File: config.mk
export PLATFORM = sky130hd
export DESIGN_NAME = blower_safety_fault_monitor
export DESIGN_NICKNAME = d
export VERILOG_FILES = /design/src/sv/bsfm_pkg.sv /design/src/sv/bsfm_regs.sv /design/src/sv/bsfm_heartbeat.sv /design/src/sv/bsfm_checks.sv /design/src/sv/blower_safety_fault_monitor.sv
export SDC_FILE = /design/constraint.sdc
export NUM_CORES = 1
export LEC_CHECK = 0
export ABC_AREA = 1
export BUFFER_PORTS_ARGS = -buffer_cell sky130_fd_sc_hd__buf_2
export CAP_MARGIN = 10
export CORE_MARGIN = 4
export CORE_UTILIZATION = 55
export CTS_CLUSTER_DIAMETER = 150
export DETAILED_ROUTE_END_ITERATION = 8
export PLACE_DENSITY = 0.78
export SLEW_MARGIN = 20
export SYNTH_ARGS = -nofsm -noshare
export SYNTH_HDL_FRONTEND = slang
export SYNTH_SLANG_ARGS = --single-unit
File: constraint.sdc
create_clock -name i_clk -period 4.5 [get_ports i_clk]
set_input_delay 0.9 -clock i_clk [delete_from_list [all_inputs] [get_ports i_clk]]
set_output_delay 0.9 -clock i_clk [all_outputs]
set_load 0.02 [all_outputs]
File: src/sv/bsfm_pkg.sv
package bsfm_pkg;

    // tick limits
    localparam logic [9:0] MAX_TICK_MS = 10'd500;

    // fault timer limits in ms
    localparam logic [15:0] RANGE_TIMEOUT_MS      = 16'd2000;
    localparam logic [15:0] LOW_PRESS_TIMEOUT_MS  = 16'd4000;
    localparam logic [15:0] OVER_PRESS_TIMEOUT_MS = 16'd3000;
    localparam logic [15:0] SATURATE_TIMEOUT_MS   = 16'd6000;

    // plausible sensor window, Q8.8 cmH2O (-10 and 50)
    localparam logic signed [15:0] SENSOR_MIN_Q88 = -16'sd2560;
    localparam logic signed [15:0] SENSOR_MAX_Q88 = 16'sd12800;

    // therapy modes
    localparam logic [1:0] MODE_OTHER    = 2'd0;
    localparam logic [1:0] MODE_RAMP     = 2'd1;
    localparam logic [1:0] MODE_RUNNING  = 2'd2;
    localparam logic [1:0] MODE_STOPPING = 2'd3;

    // fault kinds
    localparam logic [2:0] FAULT_HEARTBEAT = 3'd0;
    localparam logic [2:0] FAULT_RANGE     = 3'd1;
    localparam logic [2:0] FAULT_LOW_PRESS = 3'd2;
    localparam logic [2:0] FAULT_OVER      = 3'd3;
    localparam logic [2:0] FAULT_SATURATED = 3'd4;

    // register map
    localparam int          CFG_ADDR_W         = 5;
    localparam logic [2:0]  REG_MONITOR_ENABLE = 3'd0;
    localparam logic [2:0]  REG_HB_TIMEOUT     = 3'd1;
    localparam logic [2:0]  REG_HIGH_RPM       = 3'd2;
    localparam logic [2:0]  REG_LOW_PRESS      = 3'd3;
    localparam logic [2:0]  REG_OVER_BAND      = 3'd4;
    localparam logic [2:0]  REG_SAT_BAND       = 3'd5;
    localparam logic [2:0]  REG_SAFE_RPM       = 3'd6;

    typedef struct packed {
        logic [9:0]         tick_ms;
        logic [31:0]        now_ms;
        logic [31:0]        heartbeat_seq;
        logic [1:0]         therapy_mode;
        logic               fault_active;
        logic               grace_active;
        logic signed [15:0] measured_pressure;
        logic signed [15:0] target_pressure;
        logic signed [15:0] sensor_pressure;
        logic [15:0]        blower_rpm;
    } t_in_req;

    typedef struct packed {
        logic        fault_raise;
        logic [2:0]  fault_kind;
        logic [31:0] stale_time_ms;
    } t_out_res;

    typedef struct packed {
        logic               monitor_enable;
        logic [15:0]        heartbeat_timeout_ms;
        logic [15:0]        high_rpm_threshold;
        logic signed [15:0] low_pressure_limit;
        logic [14:0]        overpressure_band;
        logic [14:0]        saturation_band;
        logic [15:0]        safe_rpm_max;
    } t_cfg;

    // heartbeat watchdog status toward the pressure checks
    typedef struct packed {
        logic        tick_ok;
        logic        hb_fault;
        logic [31:0] stale_ms;
    } t_hb_stat;

    // pressure check verdict
    typedef struct packed {
        logic       raise;
        logic [2:0] kind;
    } t_chk_stat;

    // saturating 16-bit timer step
    function automatic logic [15:0] sat_add(input logic [15:0] t, input logic [9:0] dt);
        logic [16:0] s;
        s = {1'b0, t} + {7'b0, dt};
        return s[16] ? 16'hFFFF : s[15:0];
    endfunction

endpackage

File: src/sv/bsfm_regs.sv
module bsfm_regs (
    input  logic                               i_clk,
    input  logic                               i_rst_n,
    input  logic                               psel,
    input  logic                               penable,
    input  logic                               pwrite,
    input  logic [bsfm_pkg::CFG_ADDR_W-1:0]    paddr,
    input  logic [31:0]                        pwdata,
    output logic [31:0]                        prdata,
    output logic                               pready,
    output bsfm_pkg::t_cfg                     o_cfg
);
    import bsfm_pkg::*;

    t_cfg       r_cfg;
    logic       wr_en;
    logic [2:0] reg_idx;

    assign pready  = 1'b1;
    assign wr_en   = psel && penable && pwrite;
    assign reg_idx = paddr[CFG_ADDR_W-1:2];

    // register writes
    always_ff @(posedge i_clk) begin
        if (!i_rst_n) begin
            r_cfg.monitor_enable       <= 1'b1;
            r_cfg.heartbeat_timeout_ms <= 16'd100;
            r_cfg.high_rpm_threshold   <= 16'd12000;
            r_cfg.low_pressure_limit   <= 16'sd384;
            r_cfg.overpressure_band    <= 15'd1280;
            r_cfg.saturation_band      <= 15'd384;
            r_cfg.safe_rpm_max         <= 16'd30000;
        end else if (wr_en) begin
            case (reg_idx)
                REG_MONITOR_ENABLE: r_cfg.monitor_enable       <= pwdata[0];
                REG_HB_TIMEOUT:     r_cfg.heartbeat_timeout_ms <= pwdata[15:0];
                REG_HIGH_RPM:       r_cfg.high_rpm_threshold   <= pwdata[15:0];
                REG_LOW_PRESS:      r_cfg.low_pressure_limit   <= pwdata[15:0];
                REG_OVER_BAND:      r_cfg.overpressure_band    <= pwdata[14:0];
                REG_SAT_BAND:       r_cfg.saturation_band      <= pwdata[14:0];
                REG_SAFE_RPM:       r_cfg.safe_rpm_max         <= pwdata[15:0];
                default: ;
            endcase
        end
    end

    // read mux
    always_comb begin
        case (reg_idx)
            REG_MONITOR_ENABLE: prdata = {31'b0, r_cfg.monitor_enable};
            REG_HB_TIMEOUT:     prdata = {16'b0, r_cfg.heartbeat_timeout_ms};
            REG_HIGH_RPM:       prdata = {16'b0, r_cfg.high_rpm_threshold};
            REG_LOW_PRESS:      prdata = {{16{r_cfg.low_pressure_limit[15]}},
                                          r_cfg.low_pressure_limit};
            REG_OVER_BAND:      prdata = {17'b0, r_cfg.overpressure_band};
            REG_SAT_BAND:       prdata = {17'b0, r_cfg.saturation_band};
            REG_SAFE_RPM:       prdata = {16'b0, r_cfg.safe_rpm_max};
            default:            prdata = 32'b0;
        endcase
    end

    assign o_cfg = r_cfg;

endmodule

File: src/sv/bsfm_heartbeat.sv
module bsfm_heartbeat (
    input  logic                i_clk,
    input  logic                i_rst_n,
    input  logic                i_fire,
    input  bsfm_pkg::t_in_req   i_req,
    input  bsfm_pkg::t_cfg      i_cfg,
    output bsfm_pkg::t_hb_stat  o_hb
);
    import bsfm_pkg::*;

    logic [31:0] r_seen_seq, n_seen_seq;
    logic [31:0] r_last_change, n_last_change;
    logic        r_seen_flag, n_seen_flag;
    logic [31:0] r_stale, n_stale;
    logic        tick_ok;
    logic        hb_fault;
    logic [15:0] limit;
    logic [31:0] elapsed;

    assign tick_ok = (i_req.tick_ms != 10'd0) && (i_req.tick_ms <= MAX_TICK_MS);
    assign limit   = (i_cfg.heartbeat_timeout_ms == 16'd0) ? 16'd1
                                                           : i_cfg.heartbeat_timeout_ms;
    assign elapsed = i_req.now_ms - r_last_change;

    // sequence tracking and staleness
    always_comb begin
        n_seen_seq    = r_seen_seq;
        n_last_change = r_last_change;
        n_seen_flag   = r_seen_flag;
        n_stale       = r_stale;
        hb_fault      = 1'b0;
        if (tick_ok) begin
            if (!r_seen_flag || (i_req.heartbeat_seq != r_seen_seq)) begin
                n_seen_seq    = i_req.heartbeat_seq;
                n_last_change = i_req.now_ms;
                n_seen_flag   = 1'b1;
                n_stale       = 32'd0;
            end else if (i_req.therapy_mode == MODE_OTHER) begin
                n_stale = 32'd0;
            end else begin
                n_stale  = elapsed;
                hb_fault = (elapsed >= {16'b0, limit});
            end
        end
    end

    always_ff @(posedge i_clk) begin
        if (!i_rst_n) begin
            r_seen_seq    <= 32'd0;
            r_last_change <= 32'd0;
            r_seen_flag   <= 1'b0;
            r_stale       <= 32'd0;
        end else if (i_fire) begin
            r_seen_seq    <= n_seen_seq;
            r_last_change <= n_last_change;
            r_seen_flag   <= n_seen_flag;
            r_stale       <= n_stale;
        end
    end

    assign o_hb.tick_ok  = tick_ok;
    assign o_hb.hb_fault = hb_fault;
    assign o_hb.stale_ms = n_stale;

endmodule

File: src/sv/bsfm_checks.sv
module bsfm_checks (
    input  logic                i_clk,
    input  logic                i_rst_n,
    input  logic                i_fire,
    input  bsfm_pkg::t_in_req   i_req,
    input  bsfm_pkg::t_cfg      i_cfg,
    input  bsfm_pkg::t_hb_stat  i_hb,
    output bsfm_pkg::t_chk_stat o_chk
);
    import bsfm_pkg::*;

    logic [15:0] r_range_tmr, n_range_tmr;
    logic [15:0] r_low_tmr, n_low_tmr;
    logic [15:0] r_over_tmr, n_over_tmr;
    logic [15:0] r_sat_tmr, n_sat_tmr;

    logic               run;
    logic               mode_active;
    logic               range_cond;
    logic               low_cond;
    logic               over_cond;
    logic               sat_cond;
    logic signed [17:0] over_limit;
    logic signed [16:0] diff;
    logic [16:0]        diff_abs;
    logic               done;
    logic               raise;
    logic [2:0]         kind;

    assign run = i_hb.tick_ok && i_cfg.monitor_enable && !i_req.fault_active
                 && !i_hb.hb_fault;
    assign mode_active = (i_req.therapy_mode == MODE_RAMP)
                         || (i_req.therapy_mode == MODE_RUNNING);

    // fault conditions
    assign range_cond = (i_req.measured_pressure < SENSOR_MIN_Q88)
                        || (i_req.measured_pressure > SENSOR_MAX_Q88);
    assign low_cond   = (i_req.blower_rpm > i_cfg.high_rpm_threshold)
                        && (i_req.sensor_pressure < i_cfg.low_pressure_limit);
    assign over_limit = $signed({{2{i_req.target_pressure[15]}}, i_req.target_pressure})
                        + $signed({3'b0, i_cfg.overpressure_band});
    assign over_cond  = $signed({{2{i_req.measured_pressure[15]}}, i_req.measured_pressure})
                        > over_limit;
    assign diff       = $signed({i_req.target_pressure[15], i_req.target_pressure})
                        - $signed({i_req.measured_pressure[15], i_req.measured_pressure});
    assign diff_abs   = diff[16] ? 17'(-diff) : 17'(diff);
    assign sat_cond   = (i_req.blower_rpm >= i_cfg.safe_rpm_max)
                        && (diff_abs > {2'b0, i_cfg.saturation_band});

    // timers in priority order, first timeout wins
    always_comb begin
        n_range_tmr = r_range_tmr;
        n_low_tmr   = r_low_tmr;
        n_over_tmr  = r_over_tmr;
        n_sat_tmr   = r_sat_tmr;
        done        = 1'b0;
        raise       = 1'b0;
        kind        = FAULT_HEARTBEAT;
        if (run) begin
            if (!mode_active) begin
                n_range_tmr = 16'd0;
                n_low_tmr   = 16'd0;
                n_over_tmr  = 16'd0;
                n_sat_tmr   = 16'd0;
            end else begin
                if (range_cond) begin
                    n_range_tmr = sat_add(r_range_tmr, i_req.tick_ms);
                    if (n_range_tmr >= RANGE_TIMEOUT_MS) begin
                        done  = 1'b1;
                        raise = 1'b1;
                        kind  = FAULT_RANGE;
                    end
                end else begin
                    n_range_tmr = 16'd0;
                end
                if (!done && i_req.grace_active) begin
                    n_low_tmr  = 16'd0;
                    n_over_tmr = 16'd0;
                    n_sat_tmr  = 16'd0;
                    done       = 1'b1;
                end
                if (!done) begin
                    if (low_cond) begin
                        n_low_tmr = sat_add(r_low_tmr, i_req.tick_ms);
                        if (n_low_tmr >= LOW_PRESS_TIMEOUT_MS) begin
                            done  = 1'b1;
                            raise = 1'b1;
                            kind  = FAULT_LOW_PRESS;
                        end
                    end else begin
                        n_low_tmr = 16'd0;
                    end
                end
                if (!done) begin
                    if (over_cond) begin
                        n_over_tmr = sat_add(r_over_tmr, i_req.tick_ms);
                        if (n_over_tmr >= OVER_PRESS_TIMEOUT_MS) begin
                            done  = 1'b1;
                            raise = 1'b1;
                            kind  = FAULT_OVER;
                        end
                    end else begin
                        n_over_tmr = 16'd0;
                    end
                end
                if (!done) begin
                    if (sat_cond) begin
                        n_sat_tmr = sat_add(r_sat_tmr, i_req.tick_ms);
                        if (n_sat_tmr >= SATURATE_TIMEOUT_MS) begin
                            raise = 1'b1;
                            kind  = FAULT_SATURATED;
                        end
                    end else begin
                        n_sat_tmr = 16'd0;
                    end
                end
            end
        end
    end

    always_ff @(posedge i_clk) begin
        if (!i_rst_n) begin
            r_range_tmr <= 16'd0;
            r_low_tmr   <= 16'd0;
            r_over_tmr  <= 16'd0;
            r_sat_tmr   <= 16'd0;
        end else if (i_fire) begin
            r_range_tmr <= n_range_tmr;
            r_low_tmr   <= n_low_tmr;
            r_over_tmr  <= n_over_tmr;
            r_sat_tmr   <= n_sat_tmr;
        end
    end

    assign o_chk.raise = raise;
    assign o_chk.kind  = kind;

endmodule

File: src/sv/blower_safety_fault_monitor.sv
// Blower safety fault monitor. Each request is one supervisor tick and yields exactly
// one result: whether a fault is raised on this tick, which kind (heartbeat, sensor
// range, low pressure at high rpm, over-pressure, saturated rpm) and the current
// heartbeat stale time in ms. Ticks with tick_ms of 0 or above 500 change no state and
// report the held stale time. A request is registered on entry, evaluated by compare/add logic
// against the watchdog and timer state, and the result is registered on exit; one request per
// cycle is sustained while the result side is not stalled. The result register decouples the
// two sides, so one further request is taken into the input register while a finished result
// still waits. Configuration registers sit at byte addresses 4*i on the APB port and must only
// be written while the block is idle.
module blower_safety_fault_monitor (
    input  logic                               i_clk,
    input  logic                               i_rst_n,
    input  logic                               i_in_valid,
    output logic                               o_in_stall,
    input  bsfm_pkg::t_in_req                  i_in_req,
    output logic                               o_out_valid,
    input  logic                               i_out_stall,
    output bsfm_pkg::t_out_res                 o_out_res,
    input  logic                               psel,
    input  logic                               penable,
    input  logic                               pwrite,
    input  logic [bsfm_pkg::CFG_ADDR_W-1:0]    paddr,
    input  logic [31:0]                        pwdata,
    output logic [31:0]                        prdata,
    output logic                               pready
);
    import bsfm_pkg::*;

    t_in_req   r_in;
    logic      r_in_vld;
    t_out_res  r_out;
    logic      r_out_vld;
    logic      out_free;
    logic      fire;
    logic      in_take;
    t_cfg      cfg;
    t_hb_stat  hb;
    t_chk_stat chk;

    // handshake
    assign out_free   = !r_out_vld || !i_out_stall;
    assign fire       = r_in_vld && out_free;
    assign o_in_stall = r_in_vld && !out_free;
    assign in_take    = i_in_valid && !o_in_stall;

    bsfm_regs u_regs (
        .i_clk   (i_clk),
        .i_rst_n (i_rst_n),
        .psel    (psel),
        .penable (penable),
        .pwrite  (pwrite),
        .paddr   (paddr),
        .pwdata  (pwdata),
        .prdata  (prdata),
        .pready  (pready),
        .o_cfg   (cfg)
    );

    bsfm_heartbeat u_hb (
        .i_clk   (i_clk),
        .i_rst_n (i_rst_n),
        .i_fire  (fire),
        .i_req   (r_in),
        .i_cfg   (cfg),
        .o_hb    (hb)
    );

    bsfm_checks u_chk (
        .i_clk   (i_clk),
        .i_rst_n (i_rst_n),
        .i_fire  (fire),
        .i_req   (r_in),
        .i_cfg   (cfg),
        .i_hb    (hb),
        .o_chk   (chk)
    );

    // input register
    always_ff @(posedge i_clk) begin
        if (!i_rst_n) begin
            r_in_vld <= 1'b0;
        end else if (in_take) begin
            r_in_vld <= 1'b1;
        end else if (fire) begin
            r_in_vld <= 1'b0;
        end
    end

    always_ff @(posedge i_clk) begin
        if (in_take) begin
            r_in <= i_in_req;
        end
    end

    // result register
    always_ff @(posedge i_clk) begin
        if (!i_rst_n) begin
            r_out_vld <= 1'b0;
        end else if (fire) begin
            r_out_vld <= 1'b1;
        end else if (!i_out_stall) begin
            r_out_vld <= 1'b0;
        end
    end

    always_ff @(posedge i_clk) begin
        if (fire) begin
            r_out.fault_raise   <= hb.hb_fault || chk.raise;
            r_out.fault_kind    <= hb.hb_fault ? FAULT_HEARTBEAT : chk.kind;
            r_out.stale_time_ms <= hb.stale_ms;
        end
    end

    assign o_out_valid = r_out_vld;
    assign o_out_res   = r_out;

    // a nonzero kind only comes with a raised fault
    a_kind_needs_raise: assert property (@(posedge i_clk) disable iff (!i_rst_n)
        o_out_valid && (o_out_res.fault_kind != FAULT_HEARTBEAT) |-> o_out_res.fault_raise)
        else $error("fault kind set without fault raise");

    // kind stays within the defined codes
    a_kind_range: assert property (@(posedge i_clk) disable iff (!i_rst_n)
        o_out_valid |-> (o_out_res.fault_kind <= FAULT_SATURATED))
        else $error("fault kind out of range");

    // a held request is not dropped while the result waits
    a_in_held: assert property (@(posedge i_clk) disable iff (!i_rst_n)
        r_in_vld && r_out_vld && i_out_stall |=> r_in_vld)
        else $error("pending request lost under output stall");

    // no request is evaluated while the input is stalled
    a_no_take_when_blocked: assert property (@(posedge i_clk) disable iff (!i_rst_n)
        o_in_stall |-> !fire)
        else $error("request evaluated while input stalled");

endmodule

==> impl_metrics.env <==
export IMPL_outcome="complete, no violations"
export IMPL_antenna_found_initial=3
export IMPL_drv_slew=0
export IMPL_hold_slack_ns=0.4482
export IMPL_core_sq_um=47850
export IMPL_clock_latency_ns=0.62
export IMPL_syn_nets=3959
export IMPL_firstDrtPassIters=6
export IMPL_p_switching_w=0.002961
export IMPL_io_pins=257
export IMPL_cp_start_kind="register"
export IMPL_yosys_top_cells_count="nand2_1, inv_1, a21oi_1, nor2_1, dfxtp_1"
export IMPL_cp_arrival_ns=4.73
export IMPL_dr_total_vias=24320
export IMPL_hold_viol=0
export IMPL_comb_power_share=0.175
export IMPL_crit_path_start="u_regs.o_cfg[31]$_SDFFE_PN0P_"
export IMPL_clock_skew_ns=0.04691
export IMPL_drt_wl_total_um=72820
export IMPL_synth_cells=3567
export IMPL_portBuffers=237
export IMPL_synth_async_reset_ratio=0
export IMPL_cts_root_buf="clkbuf_16"
export IMPL_setup_violations=0
export IMPL_rsz0062_at_grt="true"
export IMPL_htreeDepth=2
export IMPL_maxSlewHeadroom=0.3609
export IMPL_route_detailed_drc=0
export IMPL_synth_seq_cells=436
export IMPL_clockBufferDepth=3
export IMPL_grt_pass1_vias=22390
export IMPL_grt_ovfl_total=0
export IMPL_fin_ws_ns=0.2856
export IMPL_nets=4177
export IMPL_clock_sink_count=436
export IMPL_die_y_um=228.5
export IMPL_p_per_area_nw_per_um2=339.5
export IMPL_synth_avg_cell_area_sq_um=7.494
export IMPL_wl_per_cell_um=16.40
export IMPL_p_clk_frac=0.399
export IMPL_areaGrowthSynthToFinish_pct=13.03
export IMPL_synth_area_leaders="edfxtp_1, dfxtp_1, nand2_1"
export IMPL_hpwlAfterDp_um=54820
export IMPL_pwr_share_seq=0.426
export IMPL_seq_area_frac_synth=0.3932
export IMPL_grt_max_degree=102
export IMPL_p_leak_nw=14.06
export IMPL_crit_type="reg -> reg"
export IMPL_dieArea_sq_um=52190
export IMPL_initial_core_util=0.5587
export IMPL_fin_area_sq_um=30210
export IMPL_synth_top_area_cell="edfxtp_1"
export IMPL_die_w_um=228.5
export IMPL_worst_path_max_fanout=3
export IMPL_drv_cap=0
export IMPL_end_kind="register"
export IMPL_finalCritPeriodShare=0.9365
export IMPL_place_ws_ns=0.1779
export IMPL_hold_class="in -> reg"
export IMPL_grt_pass1_wl_um=115500
export IMPL_tritoncts="yes"
export IMPL_synth_ff_type="dfxtp_1"
export IMPL_drtIter0Drc=2134
export IMPL_num_rows=80
export IMPL_cts_buffers=48
export IMPL_fin_crit_ns=4.214
export IMPL_placed_cells=4344
export IMPL_placed_cell_area_sq_um=28410
export IMPL_num_fill_cells=4236
export IMPL_synth_area_sq_um=26730
export IMPL_required_ns=5.02
export IMPL_internal_power_w=0.007297
export IMPL_yosys_warnings=0
export IMPL_yosysMostFrequentCell="nand2_1"
export IMPL_gp_congestion=0.9883
export IMPL_synth_edf_count=178
export IMPL_r2r_start="u_regs.o_cfg[31]$_SDFFE_PN0P_"
export IMPL_drive_gt1_frac=0.1148
export IMPL_yosysUniqueCellTypes=61
export IMPL_worst_slew_pin_slew_ns=0.9587
export IMPL_clk_pin_slew_ns=0.06
export IMPL_sw_frac_of_total=0.2886
export IMPL_max_freq_mhz=237.3
export IMPL_netlist_area_leader_share=0.2000
export IMPL_vias_per_cell=5.478
export IMPL_final_cells=4440
export IMPL_r2r_setup_slack_ns=0.29
export IMPL_p_total_w=0.01026
export IMPL_ant_nets=0
export IMPL_worstHoldStart="i_in_req[126]"
export IMPL_grt_usage=0.2702
export IMPL_ir_worst_vdd_mv=0.3516
-- path summary, 6_finish.rpt --
check,end,cells past startpoint
worst max-delay path,u_chk.r_over_tmr[3]$_SDFFE_PN0P_,27
worst min-delay path,r_in[126]$_DFFE_PP_,1
worst max register to register,u_chk.r_over_tmr[3]$_SDFFE_PN0P_,27
worst min register to register,u_hb.r_last_change[4]$_SDFFE_PN0P_,2
-- kinds of logic (layout without fill, tap and decap cells) --
logic type      count (synthesis)  in the layout  synth area share
compound gates                675            675            0.1387
xor+xnor                       82             82           0.02687
fa+ha+maj                     206            206           0.09839
buf+inv                       614            870           0.09142
flops                         436            436            0.3932
other cells                     1              2         0.0001403
simple gates                 1553           1554            0.2513
-- power by group through the flow --
| stage | clock network, W | logic [W] | registers (W) |
|---|---|---|---|
| after floorplan | 0 | 0.00125 | 0.00443 |
| after global placement | 0 | 0.00171 | 0.00445 |
| after detailed placement | 0 | 0.00174 | 0.00445 |
| after CTS | 0.00417 | 0.00175 | 0.00437 |
| after global routing | 0.00434 | 0.00204 | 0.00438 |
| final | 0.00410 | 0.00179 | 0.00437 |
-- layer usage --
metal,GRT usage,part of all wire,up-vias,wire length [um]
met5,0,0.00045,-,33
met4,0.08764,0.033,4,2430
met3,0.05135,0.085,158,6212
met2,0.4199,0.43,917,31670
met1,0.3823,0.45,10990,32480
li1,-,-,12250,-
-- placed cells by master, fill, tap and decap left out, drive strengths merged, types with 5 or more instances in the layout --
cell	Yosys	layout
a221oi	15	15
nand2	911	911
o211ai	12	12
nor4	16	16
clkinv	5	13
fa	7	7
nand3	195	195
nor3	35	35
a21oi	336	336
nand3b	15	15
nor2	291	292
a31oi	5	5
o221ai	18	18
a22o	16	16
or2	15	15
xor2	59	59
clkbuf	70	71
o22ai	16	16
nand4	55	55
dfxtp	258	258
xnor2	23	23
o21ai	231	231
edfxtp	178	178
buf	32	269
inv	507	510
ha	199	199
and2	12	12
-- critical path: stages (launching register included) --
cell	delay, ns
dfxtp_1	0.37
ha_1	0.19
inv_1	0.05
fa_1	0.39
nand3b_1	0.17
and2_1	0.20
o221ai_2	0.19
a21oi_1	0.10
o21ai_1	0.19
a21oi_1	0.09
nor2_1	0.09
nor2_1	0.05
xor2_1	0.14
ha_1	0.30
nand2_1	0.11
nor2_1	0.17
a21oi_1	0.09
o21ai_1	0.16
nand2_1	0.07
o21ai_1	0.11
buf_4	0.17
nand2_1	0.08
nor2_2	0.14
inv_1	0.09
buf_4	0.14
nor2_1	0.09
nor2_1	0.06
nor2_1	0.11
-- layout make-up --
type | instances | area, sq um | area share
diodes | 1 | 2.502 | 0.00008283
clock inverters | 18 | 270.3 | 0.008946
multi-input cells | 2518 | 13860 | 0.4587
repair buffers | 269 | 1474 | 0.04879
clock buffers | 71 | 1391 | 0.04605
inverters | 512 | 1934 | 0.06403
well taps | 615 | 769.5 | 0.02547
flip-flops and latches | 436 | 10510 | 0.3479
-- flip-flops by register name, indices dropped and copies added (netlist names) --
signal and flops:
r_in 142, u_chk.r_low_tmr 16, u_chk.r_sat_tmr 16, o_out_valid 1, o_out_res 36, u_regs.o_cfg 95, u_hb.r_seen_seq 32, u_chk.r_over_tmr 16
u_hb.r_seen_flag 1, r_in_vld 1, u_chk.r_range_tmr 16, u_hb.r_stale 32, u_hb.r_last_change 32
-- repair_timing --
item / 4_1_cts / 5_1_grt
hold buffers: 0 / 0
gates resized for setup: 0 / 17
setup buffers: 0 / 4
endpoints found under the hold margin: 0 / 0
endpoints found under the setup margin: 0 / 61
-- per-stage QoR --
step	setup TNS, ns	util
after floorplan	0	-
after global placement	0	0.5939
after detailed placement	0	0.5939
after CTS	0	0.6286
after global routing	-0.008745	0.6314
final	0	0.6314
(Power assumes the default switching activity.)
